`src/mtsf_ram.sv`:
```
module mtsf_ram #(
  parameter int WIDTH = 32,
  parameter int DEPTH = 64,
  localparam int AW   = (DEPTH > 1) ? $clog2(DEPTH) : 1
) (
  input  logic             clk_i,
  input  logic             we_i,
  input  logic [AW-1:0]    waddr_i,
  input  logic [WIDTH-1:0] wdata_i,
  input  logic [AW-1:0]    raddr_i,
  output logic [WIDTH-1:0] rdata_o
);

  logic [WIDTH-1:0] mem_q [DEPTH];
  logic [WIDTH-1:0] rdata_q;

  always_ff @(posedge clk_i) begin
    if (we_i) begin
      mem_q[waddr_i] <= wdata_i;
    end
    rdata_q <= mem_q[raddr_i];
  end

  assign rdata_o = rdata_q;

endmodule

```
`config.mk`:
```
export PLATFORM = sky130hd
export DESIGN_NAME = mtsf_ram
export DESIGN_NICKNAME = d
export VERILOG_FILES = /design/src/mtsf_ram.sv
export SDC_FILE = /design/constraint.sdc
export NUM_CORES = 2
export LEC_CHECK = 0
export BUFFER_PORTS_ARGS = -buffer_cell sky130_fd_sc_hd__buf_2
export CELL_PAD_IN_SITES_DETAIL_PLACEMENT = 2
export CELL_PAD_IN_SITES_GLOBAL_PLACEMENT = 2
export CORE_UTILIZATION = 54
export CTS_BUF_LIST = sky130_fd_sc_hd__clkbuf_4
export CTS_CLUSTER_DIAMETER = 80
export DETAILED_ROUTE_END_ITERATION = 7
export PLACE_DENSITY_LB_ADDON = 0.25
export SLEW_MARGIN = 20
export SYNTH_ARGS = -nofsm -noshare
export SYNTH_HDL_FRONTEND = slang
export SYNTH_SLANG_ARGS = --single-unit
```
`constraint.sdc`:
```
create_clock -name clk_i -period 4.8 [get_ports clk_i]
set_clock_uncertainty 0.2 [all_clocks]
set_input_delay 0.72 -clock clk_i [delete_from_list [all_inputs] [get_ports clk_i]]
set_output_delay 0.72 -clock clk_i [all_outputs]
set_load 0.01 [all_outputs]
```
==> results of run 1 <==
[through the flow]
stage	setup WS (ps)	std cells	hold slack, ps	area (um^2)
3_3_place_gp	688	5293	530	82400
2_1_floorplan	720	3324	463	78500
[kinds of logic after synthesis]
family | after synthesis | share of synthesized area (%)
AOI/OAI and AO/OA | 202 | 1.67
buffers and inverters | 182 | 1.13
DFF | 2080 | 79.1
muxes | 637 | 16.8
and+or+nand+nor | 223 | 1.27
==> metrics, run 1 <==
status aborted with a tool error; Failed at detailed placement (3_5_place_dp); Tool Error [ERROR DPL-0033] detailed placement checks failed during check placement.; Die Height 383 um; Initial Utilization 54.5%; Rows 139; Synth area leaders edfxtp_1 78%, mux4_2 16%, mux2i_1 1.2%; Syn Inst Count 3324; top-count cell post-synth edfxtp_1; Post-synth EDFFs 2048; # port buffers 77; register area share after synthesis 79.1%; GPL Wtd Cong 0.782; average cell area after synthesis 23.6 um^2; Post-Synthesis Cell Area 78500 um^2; Synth async-reset ratio 0%; top cell type's share of synthesized area 78.3%; Ys Warns 0; Synth area leader edfxtp_1; syn nets 3370; #FFs+latches synth 2080; Distinct cells, synth 34; placed wire-length estimate 164000 um; num ports 78; Chip Width 383 um; Post-synth top cells 2048 x edfxtp_1, 544 x mux4_2, 137 x nor2_1, 93 x mux2i_1, 84 x o22ai_1; Most used DFF post-synth edfxtp_1
==> run 2, diff against run 1 <==
CELL_PAD_IN_SITES_DETAIL_PLACEMENT = not set   (was 2)
CELL_PAD_IN_SITES_GLOBAL_PLACEMENT = not set   (was 2)
CORE_UTILIZATION = 40   (was 54)
CTS_BUF_LIST = not set   (was sky130_fd_sc_hd__clkbuf_4)
CTS_CLUSTER_DIAMETER = not set   (was 80)
PLACE_DENSITY_LB_ADDON = 0.15   (was 0.25)
==> run 2 against run 1 <==
  * Synthesized area is the same
  * Synthesized cell count unchanged
  * The run now ends clean
==> metrics, run 2 <==
syn nets 3370; Final Cycle Share 69.0%; Distinct cells, synth 34; max FFs per register 2048; number of buffers on the longest clock path 3; Clock Tree Root clkbuf_16; Num CTS Buffers 211; sum of negative setup slack 0 ps; top-count cell post-synth edfxtp_1; CTS H-Tree Depth 4; Synth area leader edfxtp_1; nature of the critical path startpoint primary input; commonest non-fill, non-tap cells in the layout 2048 x edfxtp_1, 544 x mux4_2, 211 x clkbuf_16; final global-route overflow total 0; # port buffers 77; Rel. slew slack 32.0%; Post-Synthesis Cell Area 78500 um^2; Post-synth top cells 2048 x edfxtp_1, 544 x mux4_2, 137 x nor2_1, 93 x mux2i_1, 84 x o22ai_1; max-slew violation count 0; Post-CTS Setup Bufs 0; Reg2Reg Capture Point rdata_o[22]; GPL Wtd Cong 0.799; Clock Latency Late Sink 850 ps; Max Cap Viol 0; CTS Sinks 2080; final critical-path required period 3310 ps; Largest Register mem_q; clk slew on worst S/H paths 60 ps; total track usage 22.4%; register area share after synthesis 79.1%; Area growth syn-to-layout 15.5%; number of global-route vias before repair 37600; via count 37100; Die ar. 198000 um^2; Cell Pwr Density 424 nW/um^2; maximum clock frequency 0.302 GHz; nets@finish 3705; 1st-pass router iterations 7; first-pass GRT wire length 306000 um; CP Cell Sequence buf_8 -> buf_12 -> buf_12 -> mux4_2 -> mux4_2 -> o22ai_1 -> nor2_1; most common cell after layout, fill and taps aside edfxtp_1; number of cells on the critical path 7; Die Height 445 um; # fillers 16200; #FFs+latches synth 2080; Worst Path Buf+Inv 3; status completed; RSZ-0062 raised after global routing false; Most used DFF post-synth edfxtp_1; Min-Delay Startpoint wdata_i[22]; Ys Warns 0; initial antenna violation count 23; average cell area after synthesis 23.6 um^2; Antenna Nets Post-Route 0; Final Util 46.5%; critical-path maximum fanout 34; Arrival @ worst endpoint 3770 ps; placed wire-length estimate 130000 um; CTS tree yes; r2r worst-path depth 4; WL per Instance 34.0 um; Final Hold Viols 0; ratio of cells with drive above 1 in the final layout 31.6%; Synth area leaders edfxtp_1 78%, mux4_2 16%, mux2i_1 1.2%; WHS Endpoint mem_q[56][22]; Worst EP required 5260 ps; Top delay family on crit path multiplexers; num ports 78; largest net degree at the start of global routing 72; Rows 162; # DRC 0; slowest cell delay on critical path 630 ps; Worst R2R Setup Slack 2160 ps; total routed wirelength 220000 um; worst slew pin tran 1020 ps; final setup vio count 0; CORE AREA 195000 um^2; Slowest-stage cell, CP o22ai_1; Syn Inst Count 3324; Peak VDD IR 0.000474 V; Via density 5.72; Initial Utilization 40.3%; leakage 0.0283 uW; CP Capture Type register; Initial DRC Count 4053; top cell type's share of synthesized area 78.3%; Critical Setup Path Class in2reg; Synth async-reset ratio 0%; FF-to-FF Start mem_q[18][22]; Post-synth EDFFs 2048; Worst Hold Class in2reg; Chip Width 445 um; Hold Path Depth 1
[run 2: per-stage QoR]
step / cell area (um^2) / instances / total power [uW] / hold slack, ps / worst slack (ps)
2_1_floorplan: 78500 / 3324 / 21500 / 463 / 720
3_3_place_gp: 83900 / 6069 / 22700 / 552 / 466
3_5_place_dp: 83900 / 6069 / 22700 / 581 / 470
4_1_cts: 90700 / 6469 / 38800 / 113 / 1380
5_1_grt: 90700 / 6469 / 39600 / 142 / 1180
6_report: 90700 / 6479 / 38500 / 175 / 1490
[run 2: how the worst max path moves through the flow]
stage	startpoint	to	slack, ps
4_1_cts	raddr_i[0]	rdata_o[22]	1380
3_5_place_dp	raddr_i[0]	rdata_o[22]	470
6_report	raddr_i[0]	rdata_o[22]	1490
5_1_grt	raddr_i[0]	rdata_o[22]	1180
3_3_place_gp	raddr_i[0]	rdata_o[22]	470
2_1_floorplan	waddr_i[3]	mem_q[48][0]	720
[run 2: cells by family (layout without fill, tap and decap cells)]
group                  Yosys count  count (layout)  share of synthesized area [%]
flip-flops                    2080            2080                           79.1
buffers and inverters          182             703                           1.13
AO/OA/AOI/OAI                  202             202                           1.67
other                            0              10                              0
AND/OR/NAND/NOR                223             223                           1.27
multiplexers                   637             637                           16.8
[run 2: where the power goes]
group          internal, uW  leakage (uW)  total [uW]  switching (uW)
clock network          9240       0.00332       16200            7010
registers             20100        0.0187       20200            99.6
logic                   726       0.00625        2020            1290
[run 2: repair_timing]
action | in CTS | in global routing
hold buffers | 1 | 0
endpoints found under the hold margin | 1 | 0
resized for setup | 0 | 0
[run 2: area by class of cell]
| cell class | instances | area, um^2 | share of cell area [%] |
|---|---|---|---|
| diodes | 10 | 25.0 | 0.0276 |
| clock buffers | 279 | 5590 | 6.16 |
| clock inverters | 120 | 1200 | 1.32 |
| multi-input cells | 1062 | 16000 | 17.6 |
| flip-flops and latches | 2080 | 62100 | 68.5 |
| well taps | 2624 | 3280 | 3.62 |
| repair buffers | 304 | 2500 | 2.76 |
[run 2: metal layers]
metal / GRT usage [%] / wire length, um
met4: 4.75 / 4230
met3: 3.63 / 13300
met1: 31.1 / 92500
met2: 37.4 / 110000
met5: 0 / 13
Note: power is estimated with default switching activity, not from simulation.
