--- config.mk ---
export PLATFORM = sky130hd
export DESIGN_NAME = mtsf_mac
export DESIGN_NICKNAME = d
export VERILOG_FILES = /design/src/mtsf_pkg.sv /design/src/mtsf_mac.sv
export SDC_FILE = /design/constraint.sdc
export NUM_CORES = 2
export LEC_CHECK = 0
export BUFFER_PORTS_ARGS = -buffer_cell sky130_fd_sc_hd__buf_4
export CAP_MARGIN = 20
export CORE_AREA = 2 2 289 291
export CTS_CLUSTER_SIZE = 25
export DETAILED_ROUTE_END_ITERATION = 8
export DIE_AREA = 0 0 291 293
export SLEW_MARGIN = 25
export SYNTH_ARGS = -nofsm -noshare
export SYNTH_HDL_FRONTEND = slang
export SYNTH_SLANG_ARGS = --single-unit
--- constraint.sdc ---
create_clock -name clk_i -period 4 [get_ports clk_i]
set_input_delay 0.8 -clock clk_i [delete_from_list [all_inputs] [get_ports clk_i]]
set_output_delay 0.8 -clock clk_i [all_outputs]
set_load 0.01 [all_outputs]
--- src/mtsf_pkg.sv ---
package mtsf_pkg;

  localparam int TAPS_DEFAULT        = 64;
  localparam int SAMPLE_BITS_DEFAULT = 16;
  localparam int COEFF_BITS_DEFAULT  = 16;

  // tap_count register and coefficient index field
  localparam int                  CFG_BITS      = 7;
  localparam logic [CFG_BITS-1:0] TAP_COUNT_RST = 7'd64;
  localparam int                  IDX_BITS      = 6;

  // tuser of an input word
  localparam logic KIND_SAMPLE = 1'b0;
  localparam logic KIND_COEFF  = 1'b1;

  // pipeline depth between the last tap read and a settled accumulator
  localparam int DRAIN_CYCLES = 2;

  typedef enum logic [1:0] {
    ST_IDLE,
    ST_RUN,
    ST_DRAIN,
    ST_FIN
  } state_e;

  typedef struct packed {
    logic clear;    // preload accumulators with the rounding offset
    logic en;       // a tap product enters this cycle
    logic coef_ok;  // coefficient entry was written, else it reads as zero
  } mac_ctrl_t;

endpackage

--- src/mtsf_mac.sv ---
module mtsf_mac
  import mtsf_pkg::*;
#(
  parameter int SB       = SAMPLE_BITS_DEFAULT,
  parameter int CB       = COEFF_BITS_DEFAULT,
  parameter int ACC_BITS = SAMPLE_BITS_DEFAULT + COEFF_BITS_DEFAULT + 8
) (
  input  logic                 clk_i,
  input  logic                 rst_ni,
  input  mac_ctrl_t            ctrl_i,
  input  logic signed [SB-1:0] smp_i,
  input  logic signed [CB-1:0] coef_l_i,
  input  logic signed [CB-1:0] coef_r_i,
  output logic signed [SB-1:0] res_l_o,
  output logic signed [SB-1:0] res_r_o,
  output logic                 clip_o
);

  localparam int PW = SB + CB;
  localparam logic signed [ACC_BITS-1:0] RND  = ACC_BITS'(1) << (CB - 2);
  localparam logic signed [ACC_BITS-1:0] MAXV = (ACC_BITS'(1) << (SB - 1)) - ACC_BITS'(1);
  localparam logic signed [ACC_BITS-1:0] MINV = ~MAXV;

  logic signed [CB-1:0]       cl_w, cr_w;
  logic signed [PW-1:0]       pl_d, pr_d, pl_q, pr_q;
  logic                       pv_q;
  logic signed [ACC_BITS-1:0] accl_q, accr_q;
  logic                       clip_l, clip_r;

  assign cl_w = ctrl_i.coef_ok ? coef_l_i : '0;
  assign cr_w = ctrl_i.coef_ok ? coef_r_i : '0;
  assign pl_d = smp_i * cl_w;
  assign pr_d = smp_i * cr_w;

  always_ff @(posedge clk_i or negedge rst_ni) begin
    if (!rst_ni) begin
      pv_q <= 1'b0;
    end else begin
      pv_q <= ctrl_i.en;
    end
  end

  always_ff @(posedge clk_i) begin
    pl_q <= pl_d;
    pr_q <= pr_d;
    if (ctrl_i.clear) begin
      accl_q <= RND;
      accr_q <= RND;
    end else if (pv_q) begin
      accl_q <= accl_q + ACC_BITS'(pl_q);
      accr_q <= accr_q + ACC_BITS'(pr_q);
    end
  end

  // rounding offset is already in the sum: shift, then clamp
  function automatic logic [SB:0] finish(input logic signed [ACC_BITS-1:0] acc);
    logic signed [ACC_BITS-1:0] sh;
    logic [SB:0]                res;
    sh = acc >>> (CB - 1);
    if (sh > MAXV) begin
      res = {1'b1, MAXV[SB-1:0]};
    end else if (sh < MINV) begin
      res = {1'b1, MINV[SB-1:0]};
    end else begin
      res = {1'b0, sh[SB-1:0]};
    end
    return res;
  endfunction

  assign {clip_l, res_l_o} = finish(accl_q);
  assign {clip_r, res_r_o} = finish(accr_q);
  assign clip_o = clip_l | clip_r;

endmodule

Word level (Yosys, flattened, before mapping)
Cells that the tools add are included.
{ "totals": {"input_bits": 53, "ff_bits": 145} }
{ "classes": {"mul": 2, "order_cmp": 4, "n_mux": 6, "n_addsub": 2, "bitwise": 1} }
{ "ops": {"columns": ["op", "n"], "rows": [
  ["$add 40x32->40", 2],
  ["$mux 17", 4],
  ["$mul 16x16->32", 2],
  ["$gt 25x16->1 const B", 2],
  ["$lt 25x16->1 const B", 2],
  ["$mux 16", 2],
  ["$or 1x1->1", 1]
]} }

Depth between registers and ports, before layout
{ "logic_depth": {"depth_word": 4, "depth_mapped": 26} }

Least setup slack after synthesis
OpenSTA, ideal clock, no wires.
{ "synth_timing": {"path_type": "in2reg", "start": "input ctrl_i[0] (netlist bit)", "end": "register pr_q[31]", "t_arrival_ns": 6.900, "setup_ns": 0.121, "stages": 23, "path_slack_ns": -3.021, "cell_sequence": "clkbuf_1 -> clkbuf_1 -> buf_1 -> nand3_1 -> fa_1 -> inv_1 -> fa_1 -> fa_1 -> fa_1 -> fa_1 -> inv_1 -> fa_1 -> inv_1 -> ha_1 -> a21o_1 -> a21o_1 -> a221oi_1 -> o21bai_1 -> a21o_1 -> a2111oi_0 -> o21ai_0 -> a21o_1 -> xnor2_1"} }
{ "synth_via": {"elab_chain_len": 2} }
{ "synth_lines": {"columns": ["item", "line", "rtl"], "rows": [
  ["start: declaration", "mtsf_mac.sv:10", "input mac_ctrl_t ctrl_i,"],
  ["$mux 16", "mtsf_mac.sv:31", "assign cr_w = ctrl_i.coef_ok ? coef_r_i : '0;"],
  ["$mul 16x16->32", "mtsf_mac.sv:33", "assign pr_d = smp_i * cr_w;"],
  ["net pr_d[31]", "mtsf_mac.sv:25", "logic signed [PW-1:0] pl_d, pr_d, pl_q, pr_q;"],
  ["end signal: assignment", "mtsf_mac.sv:45", "pr_q <= pr_d;"],
  ["end: declaration", "mtsf_mac.sv:25", null]
]} }
The timed path passes the listed nets, and every way through them passes these cells.
A chain may end at the register's enable or synchronous reset.

Worst setup path after layout
Ends and elaborated chain as after synthesis.

==> reports/summary.md <==
The worst-case setup slack after placement is -3070 ps, and the area added between synthesis and finish is 26.4%. The fraction of synthesized cell area taken by the top area cell type came out at 37.0%. Synthesized area divided by synthesized cell count: 8.81 µm². The most frequent standard cell in the layout excluding fill and tap cells is sky130_fd_sc_hd__inv_1. The slowest cell on the critical path was sky130_fd_sc_hd__fa_1.

The tools report the final worst slack as -2150 ps. The first TritonRoute pass finished after 5 iterations. Clock skew on the completed layout was measured at 11.6 ps.

The post-route minimum period came out at 6150 ps. Counting every net in the synthesized netlist gives 4047. By area the synthesized netlist is led by sky130_fd_sc_hd__fa_1 37%, sky130_fd_sc_hd__ha_1 11%, sky130_fd_sc_hd__dfxtp_1 10%. The startpoint of the most critical register-to-register path was accl_q[0]. The run gives 0 as the final antenna-violating net count. Sequential cells were found to cover 10.2% of the synthesized design area. The synthesized design contains 0 enable-type register cells. Entering global routing, the biggest net connects 44 pins. In this run, the number of DRC markers left after iteration 0 of detailed routing was 1266. The checks that failed: negative setup slack. The fraction of layout instances using a drive strength above 1 was 24.1%; the total power of the final layout was 30.0 mW. Summed over all layers, the routed wires come to 80.0 mm. For the area of the core, the log shows 0.0818 mm². At the pin with the least slew margin, the transition time is 969 ps. The floorplan row count is 105, and the filler cell count is 7931. The adder and majority cell fraction of the synthesized area is 47.7%. Family of cells with the greatest summed delay on the critical path: adder cells. The placed instances occupy a cell area of 0.0333 mm².

For the peak supply drop, the log shows 0.808 mV. The share of async-settable or async-resettable flops after synthesis works out to 0.690%. In the layout the commonest cells are 569 x sky130_fd_sc_hd__inv_1, 496 x sky130_fd_sc_hd__fa_1, 448 x sky130_fd_sc_hd__buf_4, 310 x sky130_fd_sc_hd__nand2_1, 223 x sky130_fd_sc_hd__and3_1.

Yosys mapped the design onto 75 distinct sky130hd cell types. Walking the worst path, the cells encountered are buf_16 > buf_16 > and2_4 > buf_12 > nand2_1 > fa_1 > inv_1 > fa_1 > fa_1 > fa_1 > fa_1 > inv_1 > fa_1 > inv_1 > ha_4 > a21o_1 > a21o_1 > a221oi_2 > o21bai_1 > a21o_1 > a2111oi_4 > o21ai_1 > a21o_1 > xnor2_1. In this run the register-to-register setup slack is 440 ps. By startpoint and endpoint, the worst setup path is classified as in -> reg. The synthesized-area fraction occupied by xor and xnor cells is 3.76%, and the full die area is 0.0853 mm². The synthesized design spends more area on one cell type than any other, namely sky130_fd_sc_hd__fa_1. The compound-cell area share of the yosys netlist was 10.4%; the number of port buffers was 85. The tools report the leftover overflow at the end of global routing as 0.

The flow ran to the end, but the final reports show violations. The number of cells traversed by the worst register-to-register path works out to 13. The tools report the number of endpoints failing setup at the final stage as 50.

The critical path's most frequent cell is sky130_fd_sc_hd__fa_1. The average via count per standard cell is 4.97. The run gives 0 as the final hold violation count. The tools report the deepest level of the CTS H-tree as 4. In the synthesized netlist the dominant register cell turns out to be sky130_fd_sc_hd__dfxtp_1.

Setup repair after global routing could not meet its margin everywhere. The run gives 24500 as the via count of the first global-routing pass. After detailed routing, the number of remaining DRC violations is 0.

The placer congestion estimate was 0.896; the areal power density over the cells was 835 mW/mm². The logs give 145 for the total number of clock tree sinks and 0 for the reported max-cap violation count. The total clock buffers created by CTS came out at 17.

The run gives -74150 ps as the final total negative setup slack. Arrival time of the worst setup path: 6480 ps. The layout net count was 4435; the clock-pin slew reported for the worst setup and hold paths after clock tree synthesis was 60 ps. Summed over all cells, the static leakage comes to 18.5 nW. The worst path uses 154% of the clock period. The run gives 0 as the number of warnings printed during yosys synthesis. The first global-routing pass estimated 130 mm of wire. Together, buffers and inverters on the worst path number 6. The number of antenna violations at the first check in global routing is 5. Global routing consumed, over all layers together, 19.1% of the routing resources. In this run the critical register-to-register path is captured at accl_q[36]. In this run the count of I/O pins placed on the die edge is 86.

The tree is rooted in a sky130_fd_sc_hd__clkbuf_16. The maximum fanout encountered on the critical timing path works out to 6. The dominant combinational cell family by area after synthesis is adder cells. The startpoint class of the critical path is an input pin. For the number of vias after detailed routing, the log shows 23300. Multiplexer area fraction after synthesis: 1.37%.

The maximum clock rate came out at 0.163 GHz. In this design, the stage delay of the slowest critical-path cell is 550 ps. Headroom to the max-slew limit came out at 35.2%. STA classifies the critical path endpoint as a flop.

The width of the die was 291 µm. The initial standard-cell utilization of the core came out at 34.7%. The tightest min-delay check is of the in -> async type. The synthesized design contains 145 register bits. The longest clock path from root to sink contains 2 buffers.

In this run the cell area of the synthesized design comes to 0.0284 mm². At the later pin of the worst-skew pair, clock insertion delay measures 450 ps. Summed over all nets, the half-perimeter wirelength after detailed placement is 64.3 mm. For the worst setup path, the data required time is 4340 ps. The finished layout cell area was 0.0359 mm²; the synthesized instance count was 3226. The floorplan die height came out at 293 µm. TritonCTS built the clock tree.

The repair_antennas step left the layout with diodes totalling 0. The max-slew violation total from the final report is 0, and the post-synthesis simple-gate area fraction is 16.3%. After detailed routing, the average wire length per cell comes to 17.0 µm. The utilization after layout came out at 43.9%.
## cells by family after synthesis
logic type / Yosys count
xor gates and xnor gates: 122
DFF: 145
and+or+nand+nor: 947
muxes: 39
buffers and inverters: 773
adders and majority gates: 768
AOI/OAI and AO/OA: 432
## metrics by stage
stage | hold slack (ps) | instances
global route | 91.0 | 4696
finish | 116 | 4696
CTS | 85.3 | 4669
detailed placement | 485 | 4595
global placement | 475 | 4595
floorplan | 448 | 3226
## state kept, by name (all words and copies together) (netlist names)
register,flops
pv_q,1
accr_q,40
pr_q,32
accl_q,40
pl_q,32
## area by class of cell
type,instances,area (µm²),area share (%)
Clock inverter,10,181,0.505
Sequential cell,145,2910,8.10
Inverter,611,2300,6.39
Tap cell,1070,1340,3.72
Multi-Input combinational cell,2308,24000,66.8
Timing Repair Buffer,531,4730,13.2
Clock buffer,21,470,1.31
## cells in the mapped netlist, drive strengths merged (19+ instances only)
cell type / instances
a21o: 84
o21ai: 74
nor2: 156
nor3: 31
xor2: 29
mux2i: 39
a211oi: 24
and3: 262
o21a: 19
nand3: 57
nand2b: 19
nand2: 327
inv: 611
clkbuf: 154
dfxtp: 144
ha: 242
fa: 526
xnor2: 93
and2: 23
a21oi: 111
## what timing repair did
action | CTS | global route
hold buffers | 0 | 0
pin swaps | 137 | 117
setup buffers | 33 | 32
endpoints found under the setup margin | 53 | 52
gates cloned | 12 | 5
resized for setup | 209 | 129
## power by group
part,leakage [nW],total [mW],internal (mW),switching [mW]
sequential,1.21,2.79,2.23,0.565
combinational,16.9,25.4,12.7,12.7
clock,0.319,1.81,1.15,0.660
## metal layers
layer,share of wire [%],vias to the layer above,GRT usage (%)
met5,0.043,-,0
met4,1.1,6,3.10
met3,5.8,59,3.31
met2,46,518,30.7
met1,47,11700,27.3
li1,-,11100,-
## worst max-delay path by stage
stage                           to  startpoint  depth (start not counted)  slack, ps
after CTS                 pr_q[31]   ctrl_i[0]                         25      -2170
final                     pr_q[31]   ctrl_i[0]                         24      -2150
after global placement    pr_q[31]   ctrl_i[0]                         24      -2890
after floorplan           pr_q[31]   ctrl_i[0]                         25      -2510
after detailed placement  pl_q[31]   ctrl_i[0]                         22      -3070
after global routing      pr_q[31]   ctrl_i[0]                         24      -2370
Power figures use the tool's default switching activity.
