File: config.mk
export PLATFORM = sky130hd
export DESIGN_NAME = mtsf_cell
export DESIGN_NICKNAME = d
export VERILOG_FILES = /design/src/mtsf_cell.sv
export SDC_FILE = /design/constraint.sdc
export NUM_CORES = 1
export LEC_CHECK = 0
export BUFFER_PORTS_ARGS = -buffer_cell sky130_fd_sc_hd__buf_2
export CORE_ASPECT_RATIO = 1.1
export CORE_MARGIN = 2
export CORE_UTILIZATION = 35
export DETAILED_ROUTE_END_ITERATION = 8
export GPL_ROUTABILITY_DRIVEN = 0
export PLACE_DENSITY = 0.65
export RECOVER_POWER = 25
export REMOVE_ABC_BUFFERS = 1
export SYNTH_ARGS = -nofsm -noshare
export SYNTH_HDL_FRONTEND = slang
export SYNTH_SLANG_ARGS = --single-unit
File: constraint.sdc
create_clock -name clk_i -period 0.8 [get_ports clk_i]
set_input_delay 0.04 -clock clk_i [delete_from_list [all_inputs] [get_ports clk_i]]
set_output_delay 0.04 -clock clk_i [all_outputs]
set_load 0.05 [all_outputs]
File: src/mtsf_cell.sv
module mtsf_cell #(
  parameter int W = 16
) (
  input  logic         clk_i,
  input  logic         rst_ni,
  input  logic         en_i,
  input  logic [W-1:0] d_i,
  output logic [W-1:0] q_o
);

  logic [W-1:0] val_q;

  // delay line starts out silent
  always_ff @(posedge clk_i or negedge rst_ni) begin
    if (!rst_ni) begin
      val_q <= '0;
    end else if (en_i) begin
      val_q <= d_i;
    end
  end

  assign q_o = val_q;

endmodule

# Word level (Yosys, flattened, before mapping)
# Cells that the tools add are included.
[totals]
elab_cells = 1
reg_bits = 16
output_inout_bits = 16

# Depth between registers and ports, before layout
# Gate-level depths: netlist of run 1.
[depth]
ltp_word = 0
mapped_depth = 3

# Worst setup path before layout of run 1
# No wires, ideal clock.
[synth_path]
path_type = "register -> register"
from = "register q_o[10] (netlist name)"
to = "register val_q[10] (netlist: q_o[10])"
setup_time_ns = 0.125
stages_incl_launch_ff = 2
path_buffers = 0
path_slack_ns = -0.194
t_arrival_ns = 0.869
cell_sequence = "dfrtp_1 -> mux2_4"
[synth_lines]
columns = ["item", "line_no", "source"]
rows = [
  ["end signal: assignment", "18", "val_q <= d_i;"],
  ["end: declaration", "11", "logic [W-1:0] val_q;"],
]

# Worst setup path in the final report of run 1
[layout_path]
from = "register val_q[2] (netlist: q_o[2])"
to = "output q_o[2]"
[layout_lines]
columns = ["item", "line_no", "source"]
rows = [
  ["end: declaration", "8", "output logic [W-1:0] q_o"],
]
# No word-level cell between the ends.

==> results of run 1 <==
cell families (layout without fill, tap and decap cells):
logic type,count (synthesis),in the layout,share of synthesized area [%]
buffers and inverters,2,55,4.82
flip-flops,16,16,61.7
multiplexers,16,16,33.5
final timing paths:
kind,startpoint,end,depth (start not counted)
worst max-delay path,q_o[2]$_DFFE_PN0P_,q_o[2],1
worst min-delay path,en_i,q_o[11]$_DFFE_PN0P_,3
worst max register to register,q_o[12]$_DFFE_PN0P_,q_o[12]$_DFFE_PN0P_,1
worst min register to register,q_o[3]$_DFFE_PN0P_,q_o[3]$_DFFE_PN0P_,1
max in group asynchronous,rst_ni,q_o[15]$_DFFE_PN0P_,2
min in group asynchronous,rst_ni,q_o[3]$_DFFE_PN0P_,2
layout make-up:
class | count | area [um^2] | area share, %
flip-flops and latches | 16 | 400 | 35.6
clock buffers | 3 | 22.5 | 2.00
repair buffers | 52 | 460 | 41.0
well taps | 18 | 22.5 | 2.00
multi-input cells | 16 | 218 | 19.4
per-stage QoR:
stage	total power, mW	util (%)	setup TNS, ns	setup WS [ns]
2_1_floorplan	1.35	-	-3.07	-0.194
3_5_place_dp	1.53	47.2	0	0.0232
5_1_grt	2.20	63.8	-1.75	-0.117
6_report	2.11	63.8	-1.18	-0.0926
4_1_cts	2.12	63.8	-1.28	-0.0864
3_3_place_gp	1.53	47.2	0	0.0373
power groups by stage:
stage	logic, mW	clock network [mW]	registers [mW]
2_1_floorplan	0.115	0	1.24
3_3_place_gp	0.585	0	0.944
3_5_place_dp	0.590	0	0.944
4_1_cts	0.755	0.417	0.948
5_1_grt	0.784	0.458	0.959
6_report	0.755	0.408	0.949
timing repair:
item                                    CTS  global route
endpoints found under the hold margin    32             0
pin swaps                                 0             0
hold buffers                             17             0
resized for setup                        32             0
endpoints found under the setup margin   16            18
gates cloned                              0             0
per-layer routing:
metal / wire length, um / share of wire [%] / vias up
met5: 0 / 0 / -
met4: 8 / 0.57 / 0
met3: 91 / 6.4 / 2
met2: 753 / 53 / 23
met1: 558 / 39 / 237
li1: - / - / 225
cells in the final DEF (no fill, tap or decap), drive strengths merged:
cell | Yosys | routed
buf | 2 | 34
dlygate4sd3 | 0 | 17
dfrtp | 16 | 16
mux2 | 16 | 16
clkbuf | 0 | 4
==> summary.md, run 1 <==
| Metric | Value |
|---|---|
| # Post-CTS Setup Buffers | `0` |
| Clock slew at reported path FFs | `0.09 ns` |
| Slew HR | `73.0%` |
| Net Sw Power | `0.699 mW` |
| Seq/Total Area, Yosys | `61.7%` |
| Clock Latency Late Sink | `0.28 ns` |
| Final wirelength | `1.41 mm` |
| Clk pwr share | `19.3%` |
| Placed cell area | `831 um^2` |
| Fin. Hold Viols | `0` |
| Layout area overhead | `73.0%` |
| # port buffers | `34` |
| Global route hottest layer | `met2` |
| Tightest Hold Check Type | `input port to register` |
| Cell with the most instances after synthesis | `dfrtp_1` |
| Async S/R FF share, synth | `100%` |
| Power Density | `1880 mW/mm^2` |
| Via count | `487` |
| Number of cell rows | `16` |
| First-pass GRT wire length | `2.22 mm` |
| TritonCTS buffer count | `3` |
| Detail Route Antenna Nets | `0` |
| Largest net degree at the start of global routing | `17` |
| Core box area | `0.00176 mm^2` |
| Cell Chain, Critical Path | `buf_6` |
| Root buffer cell | `clkbuf_4` |
| Global routing usage on met2 | `22.9%` |
| Final Setup Violations | `16` |
| Sw frac | `33.1%` |
| Critical Path AT | `0.85 ns` |
| Die area | `0.00222 mm^2` |
| Synth area leaders | `dfrtp_1, mux2_4, mux2_2, buf_12, buf_6` |
| N_diodes | `0` |
| Violated checks | `negative setup slack` |
| Data required, critical path | `0.76 ns` |
| DP HPWL | `810 um` |
| CTS tree | `done` |
| Global route overflow | `0` |
| Vias in the first global route | `516` |
| #FFs+latches synth | `16` |
| CP max stage cell | `dfrtp_1` |
| Comb power frac | `35.8%` |
| Top_reg_cell synth | `dfrtp_1` |
| Largest stage delay, worst path | `0.41 ns` |
| DR iter-0 viols | `3` |
| CP Class | `register to output pin` |
| Worst Tran Pin Value | `0.405 ns` |
| Total track usage | `13.9%` |
| Final worst path period need | `0.893 ns` |
| WL/cell | `13.5 um` |
| CTS Buffer Depth | `2` |
| Met3 Use GR | `2.96%` |
| Max FFs per register | `16` |
| Fmax | `1120 MHz` |
| Sequential power share | `44.9%` |
| I/O pins | `35` |
| Synth warnings | `0` |
| FF-to-FF setup slack | `0.01 ns` |
| Worst Setup Start Kind | `register` |
| RSZ-0062 raised after global routing | `true` |
| Power Internal | `1.41 mW` |
| Distinct cells, synth | `5` |
| Tcrit/Tclk final | `112%` |
| Outcome | `complete, but fails checks` |
| CP Max Fanout | `2` |
| Total of max-cap violations | `0` |
| Final count of pins violating max slew | `0` |
| Finished Cell Area | `0.00112 mm^2` |
| M1 GR Usage | `16.9%` |
| Maximum vdd ir drop | `0.886 mV` |
| Drt pass-1 iters | `4` |
| Post-synth top area share | `61.7%` |
| Initial Utilization | `36.9%` |
| Syn avg cell area | `19.1 um^2` |
| Share of post-route cells with drive strength above 1 | `62.1%` |
| Drt via density | `4.64` |
| Final std cells w/o fill | `105` |
| Die Y | `49.2 um` |
| EDFF count, synth | `0` |
| H-tree levels | `1` |
| Post-Syn Area | `649 um^2` |
| Synth area leader | `dfrtp_1` |
| Initial antenna violation count | `0` |
| CP bufs+invs | `1` |
| Placed insts | `85` |
| # DRC | `0` |
| Syn Inst Count | `34` |
| Fillers | `132` |
| Chip Width | `45.1 um` |
| Synth top cells by count | `dfrtp_1, mux2_4, mux2_2` |
| Layout net count | `108` |
| Num Clock Sinks | `16` |
| Final worst slack | `-0.0926 ns` |
| CP top delay family | `flip-flops` |
| Leak | `0.555 nW` |
| Final hold slack | `0.214 ns` |
| Clock skew | `0 ns` |
| Crit. End Element | `output pin` |
Note: power is estimated with default switching activity, not from simulation.
==> run 2: changes to the inputs <==
ABC_CLOCK_PERIOD_IN_PS = 800   (was unset)
GPL_ROUTABILITY_DRIVEN = unset   (was 0)
RECOVER_POWER = unset   (was 25)
==> run 2 against run 1 <==
The flow still finishes with violations (negative setup slack). Die area unchanged. Cell count unchanged. Hold slack got worse by 0.0073 ns. First-iteration DRC count did not move. Sequential cell count did not move. Non-clock buffer count did not move. Worst setup slack did not move. Clock power barely moved. Register-to-register slack is essentially flat. Global-route usage did not move. Count of clock-buffer cells in the layout is the same. Critical path type unchanged. Critical endpoint unchanged. Largest cell class unchanged.
==> summary.md, run 2 (synthesized netlist as in run 1, its figures left out) <==
| Metric | Value |
|---|---|
| Outcome | `complete, but fails checks (unchanged)` |
| Violated checks | `negative setup slack (unchanged)` |
| Worst r2r path cells | `1 (unchanged)` |
| Drt pass-1 iters | `4 (unchanged)` |
| Initial Utilization | `36.9% (unchanged)` |
| Crit. End Element | `output pin (unchanged)` |
| FF-to-FF setup slack | `0.01 ns (about the same)` |
| Drt via density | `4.64 (unchanged)` |
| CP Class | `register to output pin (unchanged)` |
| Largest stage delay, worst path | `0.41 ns (about the same)` |
| Commonest non-fill, non-tap cell in the layout | `buf_2` |
| Final worst slack | `-0.0926 ns (unchanged)` |
| Met3 WL | `91 um (unchanged)` |
| Final Core Density | `63.8% (unchanged)` |
| WL/cell | `13.4 um (was 13.5 um)` |
| First-pass GRT wire length | `2.22 mm (unchanged)` |
| Final Setup Violations | `16 (unchanged)` |
| DR iter-0 viols | `3 (unchanged)` |
| Power Density | `1880 mW/mm^2 (about the same)` |
| Slew HR | `75.7% (was 73.0%)` |
| Finished Cell Area | `0.00112 mm^2 (unchanged)` |
| Global route overflow | `0 (unchanged)` |
| Num Clock Sinks | `16 (unchanged)` |
| Routability Congestion | `0.608` |
| Number of cell rows | `16 (unchanged)` |
| Max FFs per register | `16 (unchanged)` |
| # port buffers | `34 (unchanged)` |
| Placed cell area | `831 um^2 (unchanged)` |
| Critical Path AT | `0.85 ns (about the same)` |
| Via count | `487 (unchanged)` |
| Fmax | `1120 MHz (unchanged)` |
| Largest net degree at the start of global routing | `17 (unchanged)` |
| Final wirelength | `1.41 mm (about the same)` |
| # DRC | `0 (unchanged)` |
| CP bufs+invs | `1 (unchanged)` |
| Worst Tran Pin Value | `0.364 ns (was 0.405 ns)` |
| I/O pins | `35 (unchanged)` |
| Fillers | `132 (unchanged)` |
| Met1 WL | `558 um (unchanged)` |
| Cell Chain, Critical Path | `buf_6 (unchanged)` |
| CTS tree | `done (unchanged)` |
| Die Y | `49.2 um (unchanged)` |
| Final count of pins violating max slew | `0 (unchanged)` |
| Die area | `0.00222 mm^2 (unchanged)` |
| Layout net count | `108 (unchanged)` |
| Maximum vdd ir drop | `0.886 mV (about the same)` |
| Final worst path period need | `0.893 ns (unchanged)` |
| H-tree levels | `1 (unchanged)` |
| Met2 wire length | `753 um (unchanged)` |
| CTS Buffer Depth | `2 (unchanged)` |
| Clock Latency Late Sink | `0.28 ns (about the same)` |
| RSZ-0062 raised after global routing | `true (unchanged)` |
| Tightest Hold Check Type | `input port to async pin (was input port to register)` |
| Fin. Hold Viols | `0 (unchanged)` |
| Data required, critical path | `0.76 ns (about the same)` |
| Worst Setup Start Kind | `register (unchanged)` |
| Top Layer Used | `met4 (unchanged)` |
| CP top delay family | `flip-flops (unchanged)` |
| Total of max-cap violations | `0 (unchanged)` |
| Worst slack at placement | `0.0232 ns (unchanged)` |
| Detail Route Antenna Nets | `0 (unchanged)` |
| Vias in the first global route | `516 (unchanged)` |
| Tcrit/Tclk final | `112% (unchanged)` |
| Clock slew at reported path FFs | `0.09 ns (about the same)` |
| Initial antenna violation count | `0 (unchanged)` |
| Clock skew | `0 ns (unchanged)` |
| CP Max Fanout | `2 (unchanged)` |
| CP max stage cell | `dfrtp_1 (unchanged)` |
| Commonest non-fill, non-tap cells in the layout | `buf_2, dlygate4sd3_1, buf_6, dfrtp_1, mux2_4 (was dlygate4sd3_1, buf_2, buf_6, dfrtp_1, mux2_4)` |
| TritonCTS buffer count | `3 (unchanged)` |
| Layout area overhead | `73.0% (unchanged)` |
| Root buffer cell | `clkbuf_4 (unchanged)` |
| Total track usage | `13.9% (unchanged)` |
| Reg-to-reg critical path startpoint | `q_o[12]$_DFFE_PN0P_ (unchanged)` |
| Share of post-route cells with drive strength above 1 | `62.1% (unchanged)` |
| Chip Width | `45.1 um (unchanged)` |
| Core box area | `0.00176 mm^2 (unchanged)` |
| PnR Total Power | `2.11 mW (about the same)` |
| Reg-to-Reg End | `q_o[12]$_DFFE_PN0P_ (unchanged)` |
| N_diodes | `0 (unchanged)` |
| Leak | `0.555 nW (about the same)` |
| DP HPWL | `810 um (unchanged)` |
run 2: changes by cell type in the layout (fill, tap and decap cells not counted), sizes merged:
cell	delta
buf	+1
clkbuf	-1
run 2: worst max-delay path by stage:
stage | startpoint | endpoint | slack [ns] | cells after the start
global route | q_o[11]$_DFFE_PN0P_ | q_o[11] | -0.12 | 1
floorplan | q_o[10]$_DFFE_PN0P_ | q_o[10]$_DFFE_PN0P_ | -0.19 | 1
finish | q_o[2]$_DFFE_PN0P_ | q_o[2] | -0.09 | 1
detailed placement | en_i | q_o[15]$_DFFE_PN0P_ | 0.02 | 3
CTS | q_o[11]$_DFFE_PN0P_ | q_o[11] | -0.09 | 1
global placement | en_i | q_o[15]$_DFFE_PN0P_ | 0.04 | 3
run 2: routing by layer:
| metal | vias up | GRT usage (%) |
|---|---|---|
| met4 | 0 | 5.88 |
| met2 | 23 | 22.9 |
| li1 | 225 | - |
| met5 | - | 0 |
| met3 | 2 | 2.96 |
| met1 | 237 | 16.9 |
run 2: layout make-up:
class / instances / area, um^2 / share of cell area (%)
flip-flops and latches: 16 / 400 / 35.6
clock buffers: 3 / 22.5 / 2.00
well taps: 18 / 22.5 / 2.00
multi-input cells: 16 / 218 / 19.4
repair buffers: 52 / 460 / 41.0
run 2: report_power, final:
part / internal (mW) / total [mW] / leakage (nW) / switching, mW
Sequential: 0.890 / 0.949 / 0.187 / 0.0593
Combinational: 0.349 / 0.755 / 0.354 / 0.406
Clock: 0.174 / 0.408 / 0.0138 / 0.234
Total: 1.41 / 2.11 / 0.555 / 0.699
run 2: what timing repair did:
| item | CTS | global route |
|---|---|---|
| buffers inserted | 0 | 0 |
| resized for setup | 32 | 0 |
| endpoints found under the hold margin | 32 | 0 |
| hold buffers | 17 | 0 |
| endpoints found under the setup margin | 16 | 18 |
run 2: metrics by stage:
stage / hold slack, ns / setup TNS, ns / std cells
6_report: 0.207 / -1.18 / 105
5_1_grt: 0.206 / -1.75 / 105
4_1_cts: 0.209 / -1.28 / 105
3_5_place_dp: -0.0222 / 0 / 85
3_3_place_gp: -0.0337 / 0 / 85
2_1_floorplan: -0.256 / -3.07 / 32
